File: src/design/cce_pkg.sv
// Shared types and constants for the cycle counter extension block.
package cce_pkg;

	// Field and datapath widths
	localparam int CountWidth = 32;
	localparam int TotalWidth = 64;
	localparam int DivWidth   = 13;

	// Depth of the queue between front and back
	localparam int QueueDepth = 2;

	// Item opcodes
	localparam logic OP_SAMPLE = 1'b0;
	localparam logic OP_READ   = 1'b1;

	// Divisor used when the register holds zero
	localparam logic [DivWidth-1:0] DivOne = DivWidth'(1);

	// Read request that travels from the front to the back
	typedef struct packed {
		logic                  valid;
		logic [TotalWidth-1:0] total;
	} rd_req_t;

endpackage

File: src/design/cce_front.sv
// Front part: takes samples, tracks wraps and forms the extended total for reads.
module cce_front #(
	parameter int COUNTER_BITS = 32
) (
	input  logic                            clk,
	input  logic                            arst_n,
	input  logic                            accept,
	input  logic                            op,
	input  logic [cce_pkg::CountWidth-1:0]  cycle_count,
	output cce_pkg::rd_req_t                req
);

	localparam logic [cce_pkg::CountWidth-1:0] SampleMask =
		cce_pkg::CountWidth'((64'd1 << COUNTER_BITS) - 64'd1);

	logic [cce_pkg::CountWidth-1:0] wrap_q;
	logic [cce_pkg::CountWidth-1:0] prev_q;
	logic [cce_pkg::CountWidth-1:0] sample;
	logic [cce_pkg::CountWidth-1:0] wrap_next;
	logic                           is_wrap;

	// Mask the sample and detect a wrap against the previous one
	always_comb begin
		sample    = cycle_count & SampleMask;
		is_wrap   = sample < prev_q;
		wrap_next = wrap_q + {{(cce_pkg::CountWidth-1){1'b0}}, is_wrap};
	end

	// Hold the wrap count and the last sample
	always_ff @(posedge clk or negedge arst_n) begin
		if (!arst_n) begin
			wrap_q <= '0;
			prev_q <= '0;
		end else if (accept) begin
			wrap_q <= wrap_next;
			prev_q <= sample;
		end
	end

	// Hand a read to the queue with the updated total
	always_comb begin
		req.valid = accept && (op == cce_pkg::OP_READ);
		req.total = (cce_pkg::TotalWidth'(wrap_next) << COUNTER_BITS)
			| cce_pkg::TotalWidth'(sample);
	end

endmodule

File: src/design/cce_queue.sv
// Short queue of read requests between the front and the back.
module cce_queue (
	input  logic                  clk,
	input  logic                  arst_n,
	input  cce_pkg::rd_req_t      wr_req,
	input  logic                  rd_pop,
	output logic                  full,
	output cce_pkg::rd_req_t      rd_req
);

	localparam int PtrWidth = $clog2(cce_pkg::QueueDepth);
	localparam int CntWidth = $clog2(cce_pkg::QueueDepth + 1);

	logic [cce_pkg::TotalWidth-1:0] mem_q [cce_pkg::QueueDepth];
	logic [PtrWidth-1:0]            wr_ptr_q;
	logic [PtrWidth-1:0]            rd_ptr_q;
	logic [CntWidth-1:0]            cnt_q;
	logic                           do_wr;
	logic                           do_rd;

	assign full         = cnt_q == CntWidth'(cce_pkg::QueueDepth);
	assign rd_req.valid = cnt_q != '0;
	assign rd_req.total = mem_q[rd_ptr_q];
	assign do_wr        = wr_req.valid && !full;
	assign do_rd        = rd_pop && rd_req.valid;

	// Store a word at the write pointer
	always_ff @(posedge clk) begin
		if (do_wr) begin
			mem_q[wr_ptr_q] <= wr_req.total;
		end
	end

	// Advance pointers and the fill count
	always_ff @(posedge clk or negedge arst_n) begin
		if (!arst_n) begin
			wr_ptr_q <= '0;
			rd_ptr_q <= '0;
			cnt_q    <= '0;
		end else begin
			if (do_wr) begin
				wr_ptr_q <= (wr_ptr_q == PtrWidth'(cce_pkg::QueueDepth - 1))
					? '0 : wr_ptr_q + PtrWidth'(1);
			end
			if (do_rd) begin
				rd_ptr_q <= (rd_ptr_q == PtrWidth'(cce_pkg::QueueDepth - 1))
					? '0 : rd_ptr_q + PtrWidth'(1);
			end
			if (do_wr && !do_rd) begin
				cnt_q <= cnt_q + CntWidth'(1);
			end else if (do_rd && !do_wr) begin
				cnt_q <= cnt_q - CntWidth'(1);
			end
		end
	end

endmodule

File: src/design/cce_back.sv
// Back part: divides the extended total by cycles/us, one bit a cycle unless a waiting result stalls.
module cce_back (
	input  logic                            clk,
	input  logic                            arst_n,
	input  logic                            cfg_wr,
	input  logic [cce_pkg::DivWidth-1:0]    cfg_data,
	input  cce_pkg::rd_req_t                req,
	output logic                            req_pop,
	input  logic                            pop,
	output logic                            empty,
	output logic [cce_pkg::TotalWidth-1:0]  time_us
);

	localparam int StepWidth = $clog2(cce_pkg::TotalWidth);

	logic [cce_pkg::DivWidth-1:0]   cpu_q;
	logic [cce_pkg::DivWidth-1:0]   div_q;
	logic [cce_pkg::DivWidth-1:0]   rem_q;
	logic [cce_pkg::TotalWidth-1:0] quo_q;
	logic [StepWidth-1:0]           cnt_q;
	logic                           busy_q;
	logic                           res_valid_q;
	logic [cce_pkg::TotalWidth-1:0] res_q;
	logic                           last;
	logic                           step_en;
	logic                           pop_fire;
	logic [cce_pkg::DivWidth:0]     trial;
	logic                           fits;
	logic [cce_pkg::DivWidth-1:0]   rem_next;

	// Hold the divisor register
	always_ff @(posedge clk or negedge arst_n) begin
		if (!arst_n) begin
			cpu_q <= cce_pkg::DivOne;
		end else if (cfg_wr) begin
			cpu_q <= cfg_data;
		end
	end

	assign last     = cnt_q == StepWidth'(cce_pkg::TotalWidth - 1);
	assign pop_fire = pop && res_valid_q;
	assign step_en  = busy_q && !(last && res_valid_q && !pop_fire);
	assign req_pop  = !busy_q && req.valid;
	assign empty    = !res_valid_q;
	assign time_us  = res_q;

	// Shift in the next dividend bit and try a subtract
	always_comb begin
		trial    = {rem_q, quo_q[cce_pkg::TotalWidth-1]};
		fits     = trial >= {1'b0, div_q};
		rem_next = fits ? cce_pkg::DivWidth'(trial - {1'b0, div_q})
			: cce_pkg::DivWidth'(trial);
	end

	// Run the division sequence
	always_ff @(posedge clk or negedge arst_n) begin
		if (!arst_n) begin
			busy_q <= 1'b0;
			cnt_q  <= '0;
		end else if (req_pop) begin
			busy_q <= 1'b1;
			cnt_q  <= '0;
		end else if (step_en) begin
			busy_q <= !last;
			cnt_q  <= last ? '0 : cnt_q + StepWidth'(1);
		end
	end

	// Load operands, then advance remainder and quotient
	always_ff @(posedge clk) begin
		if (req_pop) begin
			quo_q <= req.total;
			rem_q <= '0;
			div_q <= (cpu_q == '0) ? cce_pkg::DivOne : cpu_q;
		end else if (step_en) begin
			quo_q <= {quo_q[cce_pkg::TotalWidth-2:0], fits};
			rem_q <= rem_next;
		end
	end

	// Hold the finished word until it is popped
	always_ff @(posedge clk or negedge arst_n) begin
		if (!arst_n) begin
			res_valid_q <= 1'b0;
		end else begin
			res_valid_q <= (res_valid_q && !pop_fire) || (step_en && last);
		end
	end

	always_ff @(posedge clk) begin
		if (step_en && last) begin
			res_q <= {quo_q[cce_pkg::TotalWidth-2:0], fits};
		end
	end

	a_div_nonzero: assert property (@(posedge clk) disable iff (!arst_n)
		busy_q |-> div_q != '0)
		else $error("divisor zero during division");

	a_rem_below_div: assert property (@(posedge clk) disable iff (!arst_n)
		busy_q |-> rem_q < div_q)
		else $error("remainder not below divisor");

	a_idle_count: assert property (@(posedge clk) disable iff (!arst_n)
		!busy_q |-> cnt_q == '0)
		else $error("step count left nonzero while idle");

	a_no_overwrite: assert property (@(posedge clk) disable iff (!arst_n)
		(res_valid_q && !pop) |=> res_valid_q && $stable(res_q))
		else $error("waiting result lost or changed");

endmodule

File: src/design/cycle_counter_extend_to_us_top.sv
// Top level of the cycle counter extension to a microsecond time base.
//
// Usage:
//   Input queue side: drive op and cycle_count and raise push; the word is
//   taken at an edge where full is low. op 0 only updates the wrap tracking,
//   op 1 also asks for the time in microseconds.
//   Result queue side: while empty is low, time_us holds the oldest answer;
//   pulse pop to take it.
//   Config: cfg_data carries cycles_per_us, written when cfg_valid is high
//   (cfg_ready is always high). Write it only while the block is idle.
// Flow:
//   Sample words are taken one per cycle while the request queue has room.
//   A read word is written into the request queue, loaded from it into the
//   divider, then runs through the shift-subtract divider, one bit per
//   cycle unless a waiting result stalls its last step. The divider takes a
//   new read only once it is idle, so it is the limit on reads.
// Reset drops all queued requests, clears the wrap count and the last
// sample to zero and sets cycles_per_us to 1. When the receiver does not
// pop, the divider holds its last step, the two-word request queue fills
// and then full rises.
module cycle_counter_extend_to_us_top #(
	parameter int COUNTER_BITS = 32
) (
	input  logic                            clk,
	input  logic                            arst_n,
	input  logic                            push,
	output logic                            full,
	input  logic                            op,
	input  logic [cce_pkg::CountWidth-1:0]  cycle_count,
	output logic                            empty,
	input  logic                            pop,
	output logic [cce_pkg::TotalWidth-1:0]  time_us,
	input  logic                            cfg_valid,
	output logic                            cfg_ready,
	input  logic [cce_pkg::DivWidth-1:0]    cfg_data
);

	cce_pkg::rd_req_t front_req;
	cce_pkg::rd_req_t head_req;
	logic             accept;
	logic             req_pop;

	assign accept    = push && !full;
	assign cfg_ready = 1'b1;

	cce_front #(
		.COUNTER_BITS(COUNTER_BITS)
	) u_front (
		.clk        (clk),
		.arst_n     (arst_n),
		.accept     (accept),
		.op         (op),
		.cycle_count(cycle_count),
		.req        (front_req)
	);

	cce_queue u_queue (
		.clk   (clk),
		.arst_n(arst_n),
		.wr_req(front_req),
		.rd_pop(req_pop),
		.full  (full),
		.rd_req(head_req)
	);

	cce_back u_back (
		.clk     (clk),
		.arst_n  (arst_n),
		.cfg_wr  (cfg_valid && cfg_ready),
		.cfg_data(cfg_data),
		.req     (head_req),
		.req_pop (req_pop),
		.pop     (pop),
		.empty   (empty),
		.time_us (time_us)
	);

endmodule

File: config.mk
export PLATFORM = sky130hd
export DESIGN_NAME = cycle_counter_extend_to_us_top
export DESIGN_NICKNAME = d
export VERILOG_FILES = /design/src/design/cce_pkg.sv /design/src/design/cce_front.sv /design/src/design/cce_queue.sv /design/src/design/cce_back.sv /design/src/design/cycle_counter_extend_to_us_top.sv
export SDC_FILE = /design/constraint.sdc
export NUM_CORES = 1
export LEC_CHECK = 0
export BUFFER_PORTS_ARGS = -buffer_cell sky130_fd_sc_hd__buf_2
export CAP_MARGIN = 20
export CORE_MARGIN = 3
export CORE_UTILIZATION = 60
export CTS_CLUSTER_DIAMETER = 200
export CTS_CLUSTER_SIZE = 16
export DETAILED_ROUTE_END_ITERATION = 8
export GPL_TIMING_DRIVEN = 0
export HOLD_SLACK_MARGIN = 0.06
export PLACE_DENSITY = 0.84
export SETUP_SLACK_MARGIN = 0.15
export SLEW_MARGIN = 20
export SYNTH_ARGS = -nofsm -noshare
export SYNTH_HDL_FRONTEND = slang
export SYNTH_SLANG_ARGS = --single-unit
File: constraint.sdc
create_clock -name clk -period 9.8 [get_ports clk]
set_input_delay 1.47 -clock clk [delete_from_list [all_inputs] [get_ports clk]]
set_output_delay 1.47 -clock clk [all_outputs]
set_load 0.02 [all_outputs]
==> Word level (Yosys, flattened, before mapping) <==
Memories as Yosys holds them, arrays and structs flattened.
Index checks and enable logic that the tools add are counted.
{ "totals": {"register_bits": 243, "ramBits": 128, "input_bits": 51, "out_inout_bits": 67, "wordCells": 66, "mem_count": 1} }
{ "classes": {"addsub": 7, "magnitude_cmp": 2, "n_eq_ne": 2, "mux": 14, "bitwise_logic": 1, "n_reduce_logical": 26} }
{ "memory_table": {"columns": ["name", "depth", "width", "rd", "rd_clocked_by_memory_dff", "wr", "line_no", "text"], "rows": [
  ["u_queue.mem_q", 2, 64, 1, 0, 1, "cce_queue.sv:14", "logic [cce_pkg::TotalWidth-1:0] mem_q [cce_pkg::QueueDepth];"]
]} }
{ "ops": {"columns": ["operator", "n"], "rows": [
  ["$mux 64", 2],
  ["$or 64x32->64", 1],
  ["$add 32x1->32", 1],
  ["$lt 32x32->1", 1],
  ["$mux 6", 3],
  ["$ge 14x13->1", 1],
  ["$logic_and 1x1->1", 13],
  ["$logic_not 13->1", 1],
  ["$mux 13", 1],
  ["$sub 13x13->13", 1],
  ["$logic_not 1->1", 8],
  ["$add 6x1->6 const B", 1],
  ["$eq 6x6->1 const B", 1],
  ["$mux 1", 6],
  ["$reduce_bool 2->1", 3],
  ["$mux 2", 2],
  ["$add 1x1->1 const B", 2],
  ["$add 2x1->2 const B", 1],
  ["$eq 2x2->1 const B", 1],
  ["$sub 2x1->2 const B", 1],
  ["$logic_or 1x1->1", 1]
]} }

==> Longest topological paths before layout <==
Gate-level depths: netlist of run 1.
{ "logic_depth": {"depth_word": 9, "ltp_mapped": 16, "depth_no_buf": 16} }

==> Hierarchy <==
Synthesis of run 1 repeated with hierarchy kept, for this count alone.
{ "unflattened": {"cells_unflattened": 1255, "hier_area_um2": 16343.2} }
{ "modules_own_cells": {"columns": ["mod", "instances", "cells_per_inst", "area_per_inst_um2"], "rows": [
  ["cce_back", 1, 586, 7205.7],
  ["cce_queue", 1, 218, 5024.8],
  ["cce_front", 1, 448, 4087.7],
  ["cycle_counter_extend_to_us_top", 1, 3, 25.0]
]} }

==> Least setup slack after synthesis of run 1 <==
No wires, ideal clock.
{ "synth_path": {"path_kind": "input to register", "start": "input push", "end": "memory u_queue.mem_q[0][0] (netlist name) (enable)", "arrival_ns": 4.697, "required_ns": 9.314, "slack_ns": 4.616, "cell_stages": 4, "path_buffers": 1, "path_cell_list": "and2_1 -> clkbuf_1 -> nand2_1 -> nor2_1"} }
{ "synth_between": {"elab_chain_len": 5} }
{ "synth_lines": {"columns": ["element", "line_no", "text"], "rows": [
  ["start: declaration", "cycle_counter_extend_to_us_top.sv:26", "input logic push,"],
  ["$logic_and 1x1->1", "cycle_counter_extend_to_us_top.sv:43", "assign accept = push && !full;"],
  ["$logic_and 1x1->1", "cce_front.sv:42", "req.valid = accept && (op == cce_pkg::OP_READ);"],
  ["$logic_and 1x1->1", "cce_queue.sv:24", "assign do_wr = wr_req.valid && !full;"],
  ["$mux 1", "cce_queue.sv:29", "if (do_wr) begin"],
  ["$mux 1 (implied by the code)", "cce_queue.sv:30", "mem_q[wr_ptr_q] <= wr_req.total;"],
  ["end: declaration", "cce_queue.sv:14", null]
]} }
No other way between the ends.

==> results.py, run 1 <==
metrics = {
    "finish": {
        "final_layout_size_suffix_gt1_frac": 0.1386,
        "layout.nets": 1436,
        "post-route-cell-area_mm2": 0.01758,
        "mostFrequentLayoutCells": "269 x sky130_fd_sc_hd__edfxtp_1, 164 x sky130_fd_sc_hd__nand2_1, 119 x sky130_fd_sc_hd__buf_2",
        "instances_no_fill": 1688,
        "final_common_cell": "sky130_fd_sc_hd__edfxtp_1",
        "n_fill_cell": 1711,
        "syn_to_final_growth_pct": 12.80,
    },
    "synth": {
        "async_reset_ff_frac": 0.2399,
        "share_of_synthesized_area_occupied_by_flip_flops_and_latches": 0.6779,
        "yosys_warnings": 0,
        "postSynthNetCount": 1283,
        "synthesis.instances": 1183,
        "synth.top_cell.area_share": 0.5183,
        "yosys_most_used_dff": "sky130_fd_sc_hd__edfxtp_1",
        "synth_top_cells_by_area": "sky130_fd_sc_hd__edfxtp_1 52%, sky130_fd_sc_hd__dfrtp_1 14%, sky130_fd_sc_hd__mux2i_1 4.2%",
        "post-synth-top-area-cell": "sky130_fd_sc_hd__edfxtp_1",
        "synth_cell_type_count": 61,
        "synth_enable_flop_cells": 269,
        "postSynthAreaPerCell_um2": 13.18,
        "syn-cell-area_mm2": 0.01559,
        "ys_ff_latch": 371,
    },
    "floorplan": {
        "floorplan.initialDensity": 0.6154,
        "die-width_um": 167.2,
        "floorplan.rows": 58,
        "design.portCount": 118,
        "fp.dieH_um": 167.2,
        "floorplan.die_area_mm2": 0.02795,
        "core-area_mm2": 0.02533,
    },
    "setup_path": {
        "cp_common_cell": "sky130_fd_sc_hd__ha_1",
        "worst-endpoint-arrival_ps": 5630,
        "r2r.worst_path.cells": 16,
        "worst_setup_path_end_kind": "flip-flop",
        "crit_path_top_delay_cell": "sky130_fd_sc_hd__nor3_1",
        "worst-path-max-fanout": 6,
        "crit-reg2reg-capture": "u_queue.mem_q[1][48]",
        "timing_worst_setup_path_type": "in -> reg",
        "max_stage_delay_ps": 540,
        "rrSetupSlack_ps": 5150,
        "worstPathRequired_ps": 10070,
        "worst_r2r_startpoint": "u_front.prev_q[11]",
        "worstPathCellList": "buf_2 > ha_1 > a211oi_1 > o21ai_0 > a221oi_1 > o21ai_0 > o21bai_1 > a311oi_1 > ha_1 > ha_1 > nand2_1 > nor3_1 > nand4_1 > nor2_1 > nand3_1 > xnor2_1",
        "start_kind": "primary input",
        "startpoint": "cycle_count[11]",
    },
    "cts": {
        "post_cts_buffers": 0,
        "clock_sink_count": 371,
        "cts_inserted_buffers": 27,
        "clock_tree_root": "sky130_fd_sc_hd__clkbuf_16",
        "path_clk_slew_ps": 70,
        "cts.repair.resized": 0,
        "cts_max_level": 1,
        "clk_latency_ps": 540,
        "cts_tree": "yes",
        "hold_buffers": 0,
        "clock_tree.buffer_depth": 3,
    },
    "sta": {
        "final_max_slew_viol_count": 0,
        "headroom_to_the_max_slew_limit": 0.4882,
        "timing.fmax_ghz": 0.1867,
        "final.min_clock_period_ps": 5356,
        "hold_viol_final": 0,
        "layout_worst_path_cycle_share": 0.5465,
        "hold_slack_ps": 437.2,
        "grt_setup_unrepaired": "no",
        "finalSetupViolations": 0,
        "finalClockSkew_ps": 17.23,
        "setup-tns-final_ps": 0,
        "layout_setup_ws_ps": 4444,
        "tightest_slew_ps": 767.8,
    },
    "pwr": {
        "power_per_cell_area_mw_per_mm2": 190.0,
        "power.ir.vdd_worst_mv": 0.1657,
        "leakagePower_nw": 6.914,
    },
    "global_route": {
        "grt_max_degree": 77,
        "number_of_antenna_violations_at_the_first_check_in_global_routing": 5,
        "grt-ovfl-total": 0,
        "grtUsageTotal": 0.2136,
        "first_global_vias": 9562,
        "global_route_wire_length_before_repair_mm": 48.67,
    },
    "placed_design": {
        "placement.io_buffers": 116,
        "place_hpwl_mm": 20.76,
        "gp_routability_congestion": 0.8606,
        "dpl_cell_area_mm2": 0.01681,
        "placed_cells_incl_taps": 1637,
        "dpl_worst_slack_ps": 3899,
    },
    "worst_hold_path": {
        "min-delay-start": "u_back.quo_q[21]",
        "hold-path-cell-count": 0,
        "hold_path.class": "reg -> reg",
        "holdPathEnd": "u_back.time_us[22]",
    },
    "detailed_routing": {
        "via_count": 9511,
        "wl_per_cell_um": 17.60,
        "routed_wirelength_mm": 29.72,
        "drc": 0,
        "detailroute.wirelength.met3_mm": 1.755,
        "drt-pass1-iter-count": 4,
        "dr.first_iter.drc_count": 774,
        "maxUsedRoutingLayer": "met5",
        "met2_length_mm": 14.29,
        "post_drt_via_cell_ratio": 5.634,
        "met1Wirelength_mm": 12.88,
        "route.antenna.remaining_nets": 0,
    },
    "outcome": {
        "run_status": "finished, final reports clean",
    },
    "job": {
        "total_of_max_cap_violations": 0,
    },
}
-- worst max path at each step --
stage	to	slack [ps]
final	u_queue.mem_q[1][48]	4440
after global routing	u_queue.mem_q[1][48]	4190
after CTS	u_queue.mem_q[1][48]	4440
after detailed placement	u_queue.mem_q[0][48]	3900
after global placement	u_queue.mem_q[0][15]	2720
after floorplan	u_queue.mem_q[0][0]	4620
-- final cells by class --
cell class,count,area (µm²),area share
Sequential cell,371,10570,0.6010
Multi-Input combinational cell,690,4566,0.2597
Timing Repair Buffer,124,784.5,0.04462
Clock buffer,48,754.5,0.04291
Tap cell,330,412.9,0.02348
Buffer,65,260.3,0.01480
Inverter,57,216.5,0.01231
Clock inverter,1,16.27,0.0009251
Antenna cell,2,5.005,0.0002847
-- sequential cells by signal (all words and copies together) (netlist names) --
register	count
u_queue.mem_q	128
u_back.quo_q	64
u_back.time_us	64
u_front.prev_q	32
u_front.wrap_q	32
u_back.cpu_q	13
u_back.div_q	13
u_back.rem_q	13
u_back.cnt_q	6
u_queue.cnt_q	2
u_back.busy_q	1
u_back.res_valid_q	1
u_queue.rd_ptr_q	1
u_queue.wr_ptr_q	1
-- metrics by stage --
step           power (W)  utilization
3_3_place_gp    0.002309       0.6546
4_1_cts         0.003370       0.6940
6_report        0.003341       0.6942
3_5_place_dp    0.002355       0.6636
5_1_grt         0.003498       0.6942
2_1_floorplan   0.002192            -
-- kinds of logic (layout without fill, tap and decap cells) --
family,after synthesis,in the layout,synth area share
compound gates,190,190,0.07434
xor+xnor,70,70,0.03934
fa+ha+maj,49,49,0.03982
buf+inv,122,295,0.03042
flops,371,371,0.6779
mux,78,78,0.05114
other cells,1,3,0.0002406
simple gates,302,302,0.08678
-- critical path, delay by kind of cell --
| family | cells | cell delay (ps) |
|---|---|---|
| and+or+nand+nor | 5 | 1560 |
| AOI/OAI and AO/OA | 6 | 1490 |
| adders and majority gates | 3 | 810 |
| xor gates and xnor gates | 1 | 150 |
| buffers and inverters | 1 | 120 |
-- synth_stat cells, drive strengths merged, types with 4 or more instances --
master	number
mux2i	65
or3	6
o31a	4
edfxtp	269
nand4	13
nor2	38
nor2b	4
and3	8
a21o	8
mux2	13
nand2	164
dfrtp	88
clkbuf	48
o211ai	11
inv	57
xor2	30
xnor2	40
ha	48
o2111ai	4
buf	17
o21a	5
dfxtp	13
a21oi	23
nor3	23
nand3	31
o21ai	113
nor4	4
-- where the power goes --
| part | switching (W) | total [W] | internal [W] |
|---|---|---|---|
| Clock | 0.000495 | 0.00102 | 0.000521 |
| Combinational | 0.000272 | 0.000437 | 0.000165 |
| Sequential | 0.0000536 | 0.00189 | 0.00183 |
-- routing by layer --
metal / track usage / vias to the layer above
li1: - / 4562
met1: 0.2922 / 4620
met2: 0.3586 / 272
met3: 0.03612 / 51
met4: 0.06368 / 6
met5: 0 / -
(Power assumes the default switching activity.)
==> run 2: changes to the inputs <==
ABC_AREA = 1   (was default)
CORE_UTILIZATION = 54   (was 60)
PLACE_DENSITY = 0.8   (was 0.84)
clock period = 4.6 ns   (was 9.8 ns; I/O delays follow)
==> run 2 against run 1 <==
Clock-buffer cell count is 1 lower. Critical path depth up 1. Area after synthesis rose by 2.7%. Global-route usage is 0.48 points lower. Via count is 13% higher. First-iteration DRC count up 7.2%. Worst hold slack got worse by 92 ps. Die area increased by 14%. Non-clock buffer count shrank 5. Critical endpoint is now u_queue.mem_q[0][62].
==> results.py, run 2 <==
metrics = {
    "synth": {
        "synth.most_common_cell": "sky130_fd_sc_hd__nand2_1",
        "share_of_synthesized_area_occupied_by_flip_flops_and_latches": 0.6598,
        "async_reset_ff_frac": 0.2399,
        "post-synth-top-area-cell": "sky130_fd_sc_hd__edfxtp_1",
        "yosys_most_used_dff": "sky130_fd_sc_hd__edfxtp_1",
        "synth_cell_type_count": 43,
        "yosys_warnings": 0,
        "ys_ff_latch": 371,
        "yosys-top-cells-count": "430 x sky130_fd_sc_hd__nand2_1, 269 x sky130_fd_sc_hd__edfxtp_1, 156 x sky130_fd_sc_hd__inv_1",
        "synth.top_cell.area_share": 0.5044,
        "postSynthAreaPerCell_um2": 10.78,
        "synth_enable_flop_cells": 269,
        "synthesis.instances": 1485,
        "syn-cell-area_mm2": 0.01601,
        "postSynthNetCount": 1585,
        "synth_top_cells_by_area": "sky130_fd_sc_hd__edfxtp_1 50%, sky130_fd_sc_hd__dfrtp_1 14%, sky130_fd_sc_hd__nand2_1 10%",
    },
    "outcome": {
        "run_status": "finished, final reports clean",
    },
    "setup_path": {
        "max_stage_delay_ps": 360,
        "worst_setup_path_end_kind": "flip-flop",
        "worstPathRequired_ps": 4920,
        "cp_common_cell": "sky130_fd_sc_hd__nand2_1",
        "worst-path-max-fanout": 4,
        "crit-reg2reg-capture": "u_queue.mem_q[0][62]",
        "crit_path_top_delay_cell": "sky130_fd_sc_hd__dfrtp_1",
        "r2r.worst_path.cells": 17,
        "worst_r2r_startpoint": "u_front.prev_q[29]",
        "rrSetupSlack_ps": 1090,
        "timing_worst_setup_path_type": "reg -> reg",
        "worst-endpoint-arrival_ps": 3830,
        "worstPathCellList": "inv_1 > ha_1 > nand2_1 > inv_1 > o21ai_0 > nand2_1 > a21oi_1 > nand2_1 > a21oi_1 > ha_1 > ha_1 > nand3_2 > nor2_4 > inv_1 > nor2_2 > nand2_1 > xor2_1",
        "start_kind": "flip-flop",
    },
    "placed_design": {
        "place_hpwl_mm": 24.11,
        "gp_routability_congestion": 0.9374,
        "placement.io_buffers": 116,
    },
    "global_route": {
        "grtUsageTotal": 0.2088,
        "first_global_vias": 10910,
        "number_of_antenna_violations_at_the_first_check_in_global_routing": 2,
        "grt_max_degree": 59,
        "global_route_wire_length_before_repair_mm": 53.38,
        "grt-ovfl-total": 0,
    },
    "sta": {
        "headroom_to_the_max_slew_limit": 0.4584,
        "grt_setup_unrepaired": "no",
        "hold_viol_final": 0,
        "final_max_slew_viol_count": 0,
        "finalSetupViolations": 0,
        "final.min_clock_period_ps": 3513,
        "finalClockSkew_ps": 18.76,
        "tightest_slew_ps": 812.5,
        "timing.fmax_ghz": 0.2846,
        "layout_worst_path_cycle_share": 0.7638,
    },
    "cts": {
        "clk_latency_ps": 550,
        "post_cts_buffers": 0,
        "clock_tree_root": "sky130_fd_sc_hd__clkbuf_16",
        "cts_tree": "yes",
        "path_clk_slew_ps": 70,
        "cts_max_level": 1,
        "cts_inserted_buffers": 27,
        "clock_sink_count": 371,
        "cts.repair.resized": 0,
        "clock_tree.buffer_depth": 3,
    },
    "floorplan": {
        "floorplan.initialDensity": 0.5534,
        "die-width_um": 178.2,
        "core-area_mm2": 0.02894,
        "design.portCount": 118,
        "floorplan.die_area_mm2": 0.03176,
        "floorplan.rows": 62,
        "fp.dieH_um": 178.2,
    },
    "detailed_routing": {
        "via_count": 10760,
        "post_drt_via_cell_ratio": 5.262,
        "routed_wirelength_mm": 33.31,
        "wl_per_cell_um": 16.29,
        "drt-pass1-iter-count": 5,
        "drc": 0,
        "route.antenna.remaining_nets": 0,
        "dr.first_iter.drc_count": 830,
    },
    "finish": {
        "layout.core_utilization": 0.6242,
        "syn_to_final_growth_pct": 12.79,
        "multiInputGateArea_mm2": 0.004608,
        "mostFrequentLayoutCells": "429 x sky130_fd_sc_hd__nand2_1, 269 x sky130_fd_sc_hd__edfxtp_1, 155 x sky130_fd_sc_hd__inv_1",
        "largest_register_ffs": 128,
        "layout.nets": 1738,
        "final_layout_size_suffix_gt1_frac": 0.1242,
        "largest_register": "u_queue.mem_q",
        "n_fill_cell": 2190,
        "final_common_cell": "sky130_fd_sc_hd__nand2_1",
        "flip_flop_and_latch_area_mm2": 0.01057,
    },
    "worst_hold_path": {
        "holdPathEnd": "u_back.cpu_q[11]",
        "hold_path.class": "in -> reg",
        "hold-path-cell-count": 3,
        "min-delay-start": "cfg_data[11]",
    },
    "pwr": {
        "report.power.total_w": 0.01073,
        "leakagePower_nw": 7.575,
        "power.ir.vdd_worst_mv": 0.3444,
        "power_per_cell_area_mw_per_mm2": 593.9,
    },
    "job": {
        "total_of_max_cap_violations": 0,
    },
}
## run 2: cell count changes after synthesis, moves of 43 or more
| cell | change |
|---|---|
| sky130_fd_sc_hd__nand2_1 | +266 |
| sky130_fd_sc_hd__a31oi_1 | +63 |
| sky130_fd_sc_hd__nor2_1 | +75 |
| sky130_fd_sc_hd__mux2i_1 | -65 |
| sky130_fd_sc_hd__o21ai_0 | -43 |
| sky130_fd_sc_hd__inv_1 | +100 |
## run 2: final cells by class
| cell class | instances | area share |
|---|---|---|
| sequential | 371 | 0.5850 |
| multi-input combinational | 895 | 0.2551 |
| timing repair buffer | 124 | 0.04205 |
| clock buffer | 47 | 0.04156 |
| inverter | 159 | 0.03318 |
| tap | 384 | 0.02660 |
| buffer | 60 | 0.01469 |
| clock inverter | 2 | 0.001385 |
| antenna | 3 | 0.0004156 |
## run 2: critical path, delay by kind of cell (launching register included)
family / cells / cell delay (ps)
simple gates: 7 / 940
fa+ha+maj: 3 / 820
compound gates: 3 / 640
flops: 1 / 360
xor+xnor: 1 / 340
buf+inv: 3 / 180
## run 2: how the worst max path moves through the flow
stage / start / to / slack (ps)
floorplan: push / u_queue.mem_q[0][0] / 280
global placement: push / u_queue.mem_q[0][24] / -1530
detailed placement: cycle_count[29] / u_front.wrap_q[30] / 680
CTS: u_front.prev_q[29] / u_front.wrap_q[30] / 1110
global route: u_front.prev_q[29] / u_front.wrap_q[30] / 860
finish: u_front.prev_q[29] / u_queue.mem_q[0][62] / 1090
## run 2: cell families (layout without fill, tap and decap cells)
logic type	Yosys count	in the layout	synth area share
buf+inv	219	392	0.05383
flops	371	371	0.6598
other cells	1	4	0.0002342
simple gates	635	635	0.1642
compound gates	170	170	0.06024
mux	1	1	0.0007031
xor+xnor	39	39	0.02227
fa+ha+maj	49	49	0.03875
## run 2: repair_timing
item / 4_1_cts / 5_1_grt
setup endpoints to repair: 0 / 0
endpoints found under the hold margin: 31 / 0
hold buffers: 1 / 0
## run 2: power breakdown
part | internal [W] | leakage [nW] | switching (W)
Sequential | 0.00472 | 3.75 | 0.000410
Combinational | 0.00116 | 3.46 | 0.00224
Clock | 0.00111 | 0.368 | 0.00109
Total | 0.00699 | 7.57 | 0.00374
## run 2: through the flow
| step | setup TNS [ps] | setup slack (ps) | std cells | hold WS, ps | instance area (µm²) |
|---|---|---|---|---|---|
| 2_1_floorplan | 0 | 275.4 | 1485 | 394.4 | 16010 |
| 5_1_grt | 0 | 860.3 | 2044 | 334.1 | 18060 |
| 3_5_place_dp | 0 | 676.7 | 1992 | 434.7 | 17270 |
| 4_1_cts | 0 | 1110 | 2042 | 329.1 | 18050 |
| 3_3_place_gp | -189850 | -1534 | 1985 | 433.9 | 17080 |
| 6_report | 0 | 1087 | 2045 | 344.8 | 18060 |
## run 2: layer usage
metal  wire length, µm  track usage  vias up
met1             13830       0.2740     5126
met3              1698      0.02490       82
met5                 0            0        -
met2             16670       0.3599      290
li1                  -            -     5263
met4              1104      0.07662        0
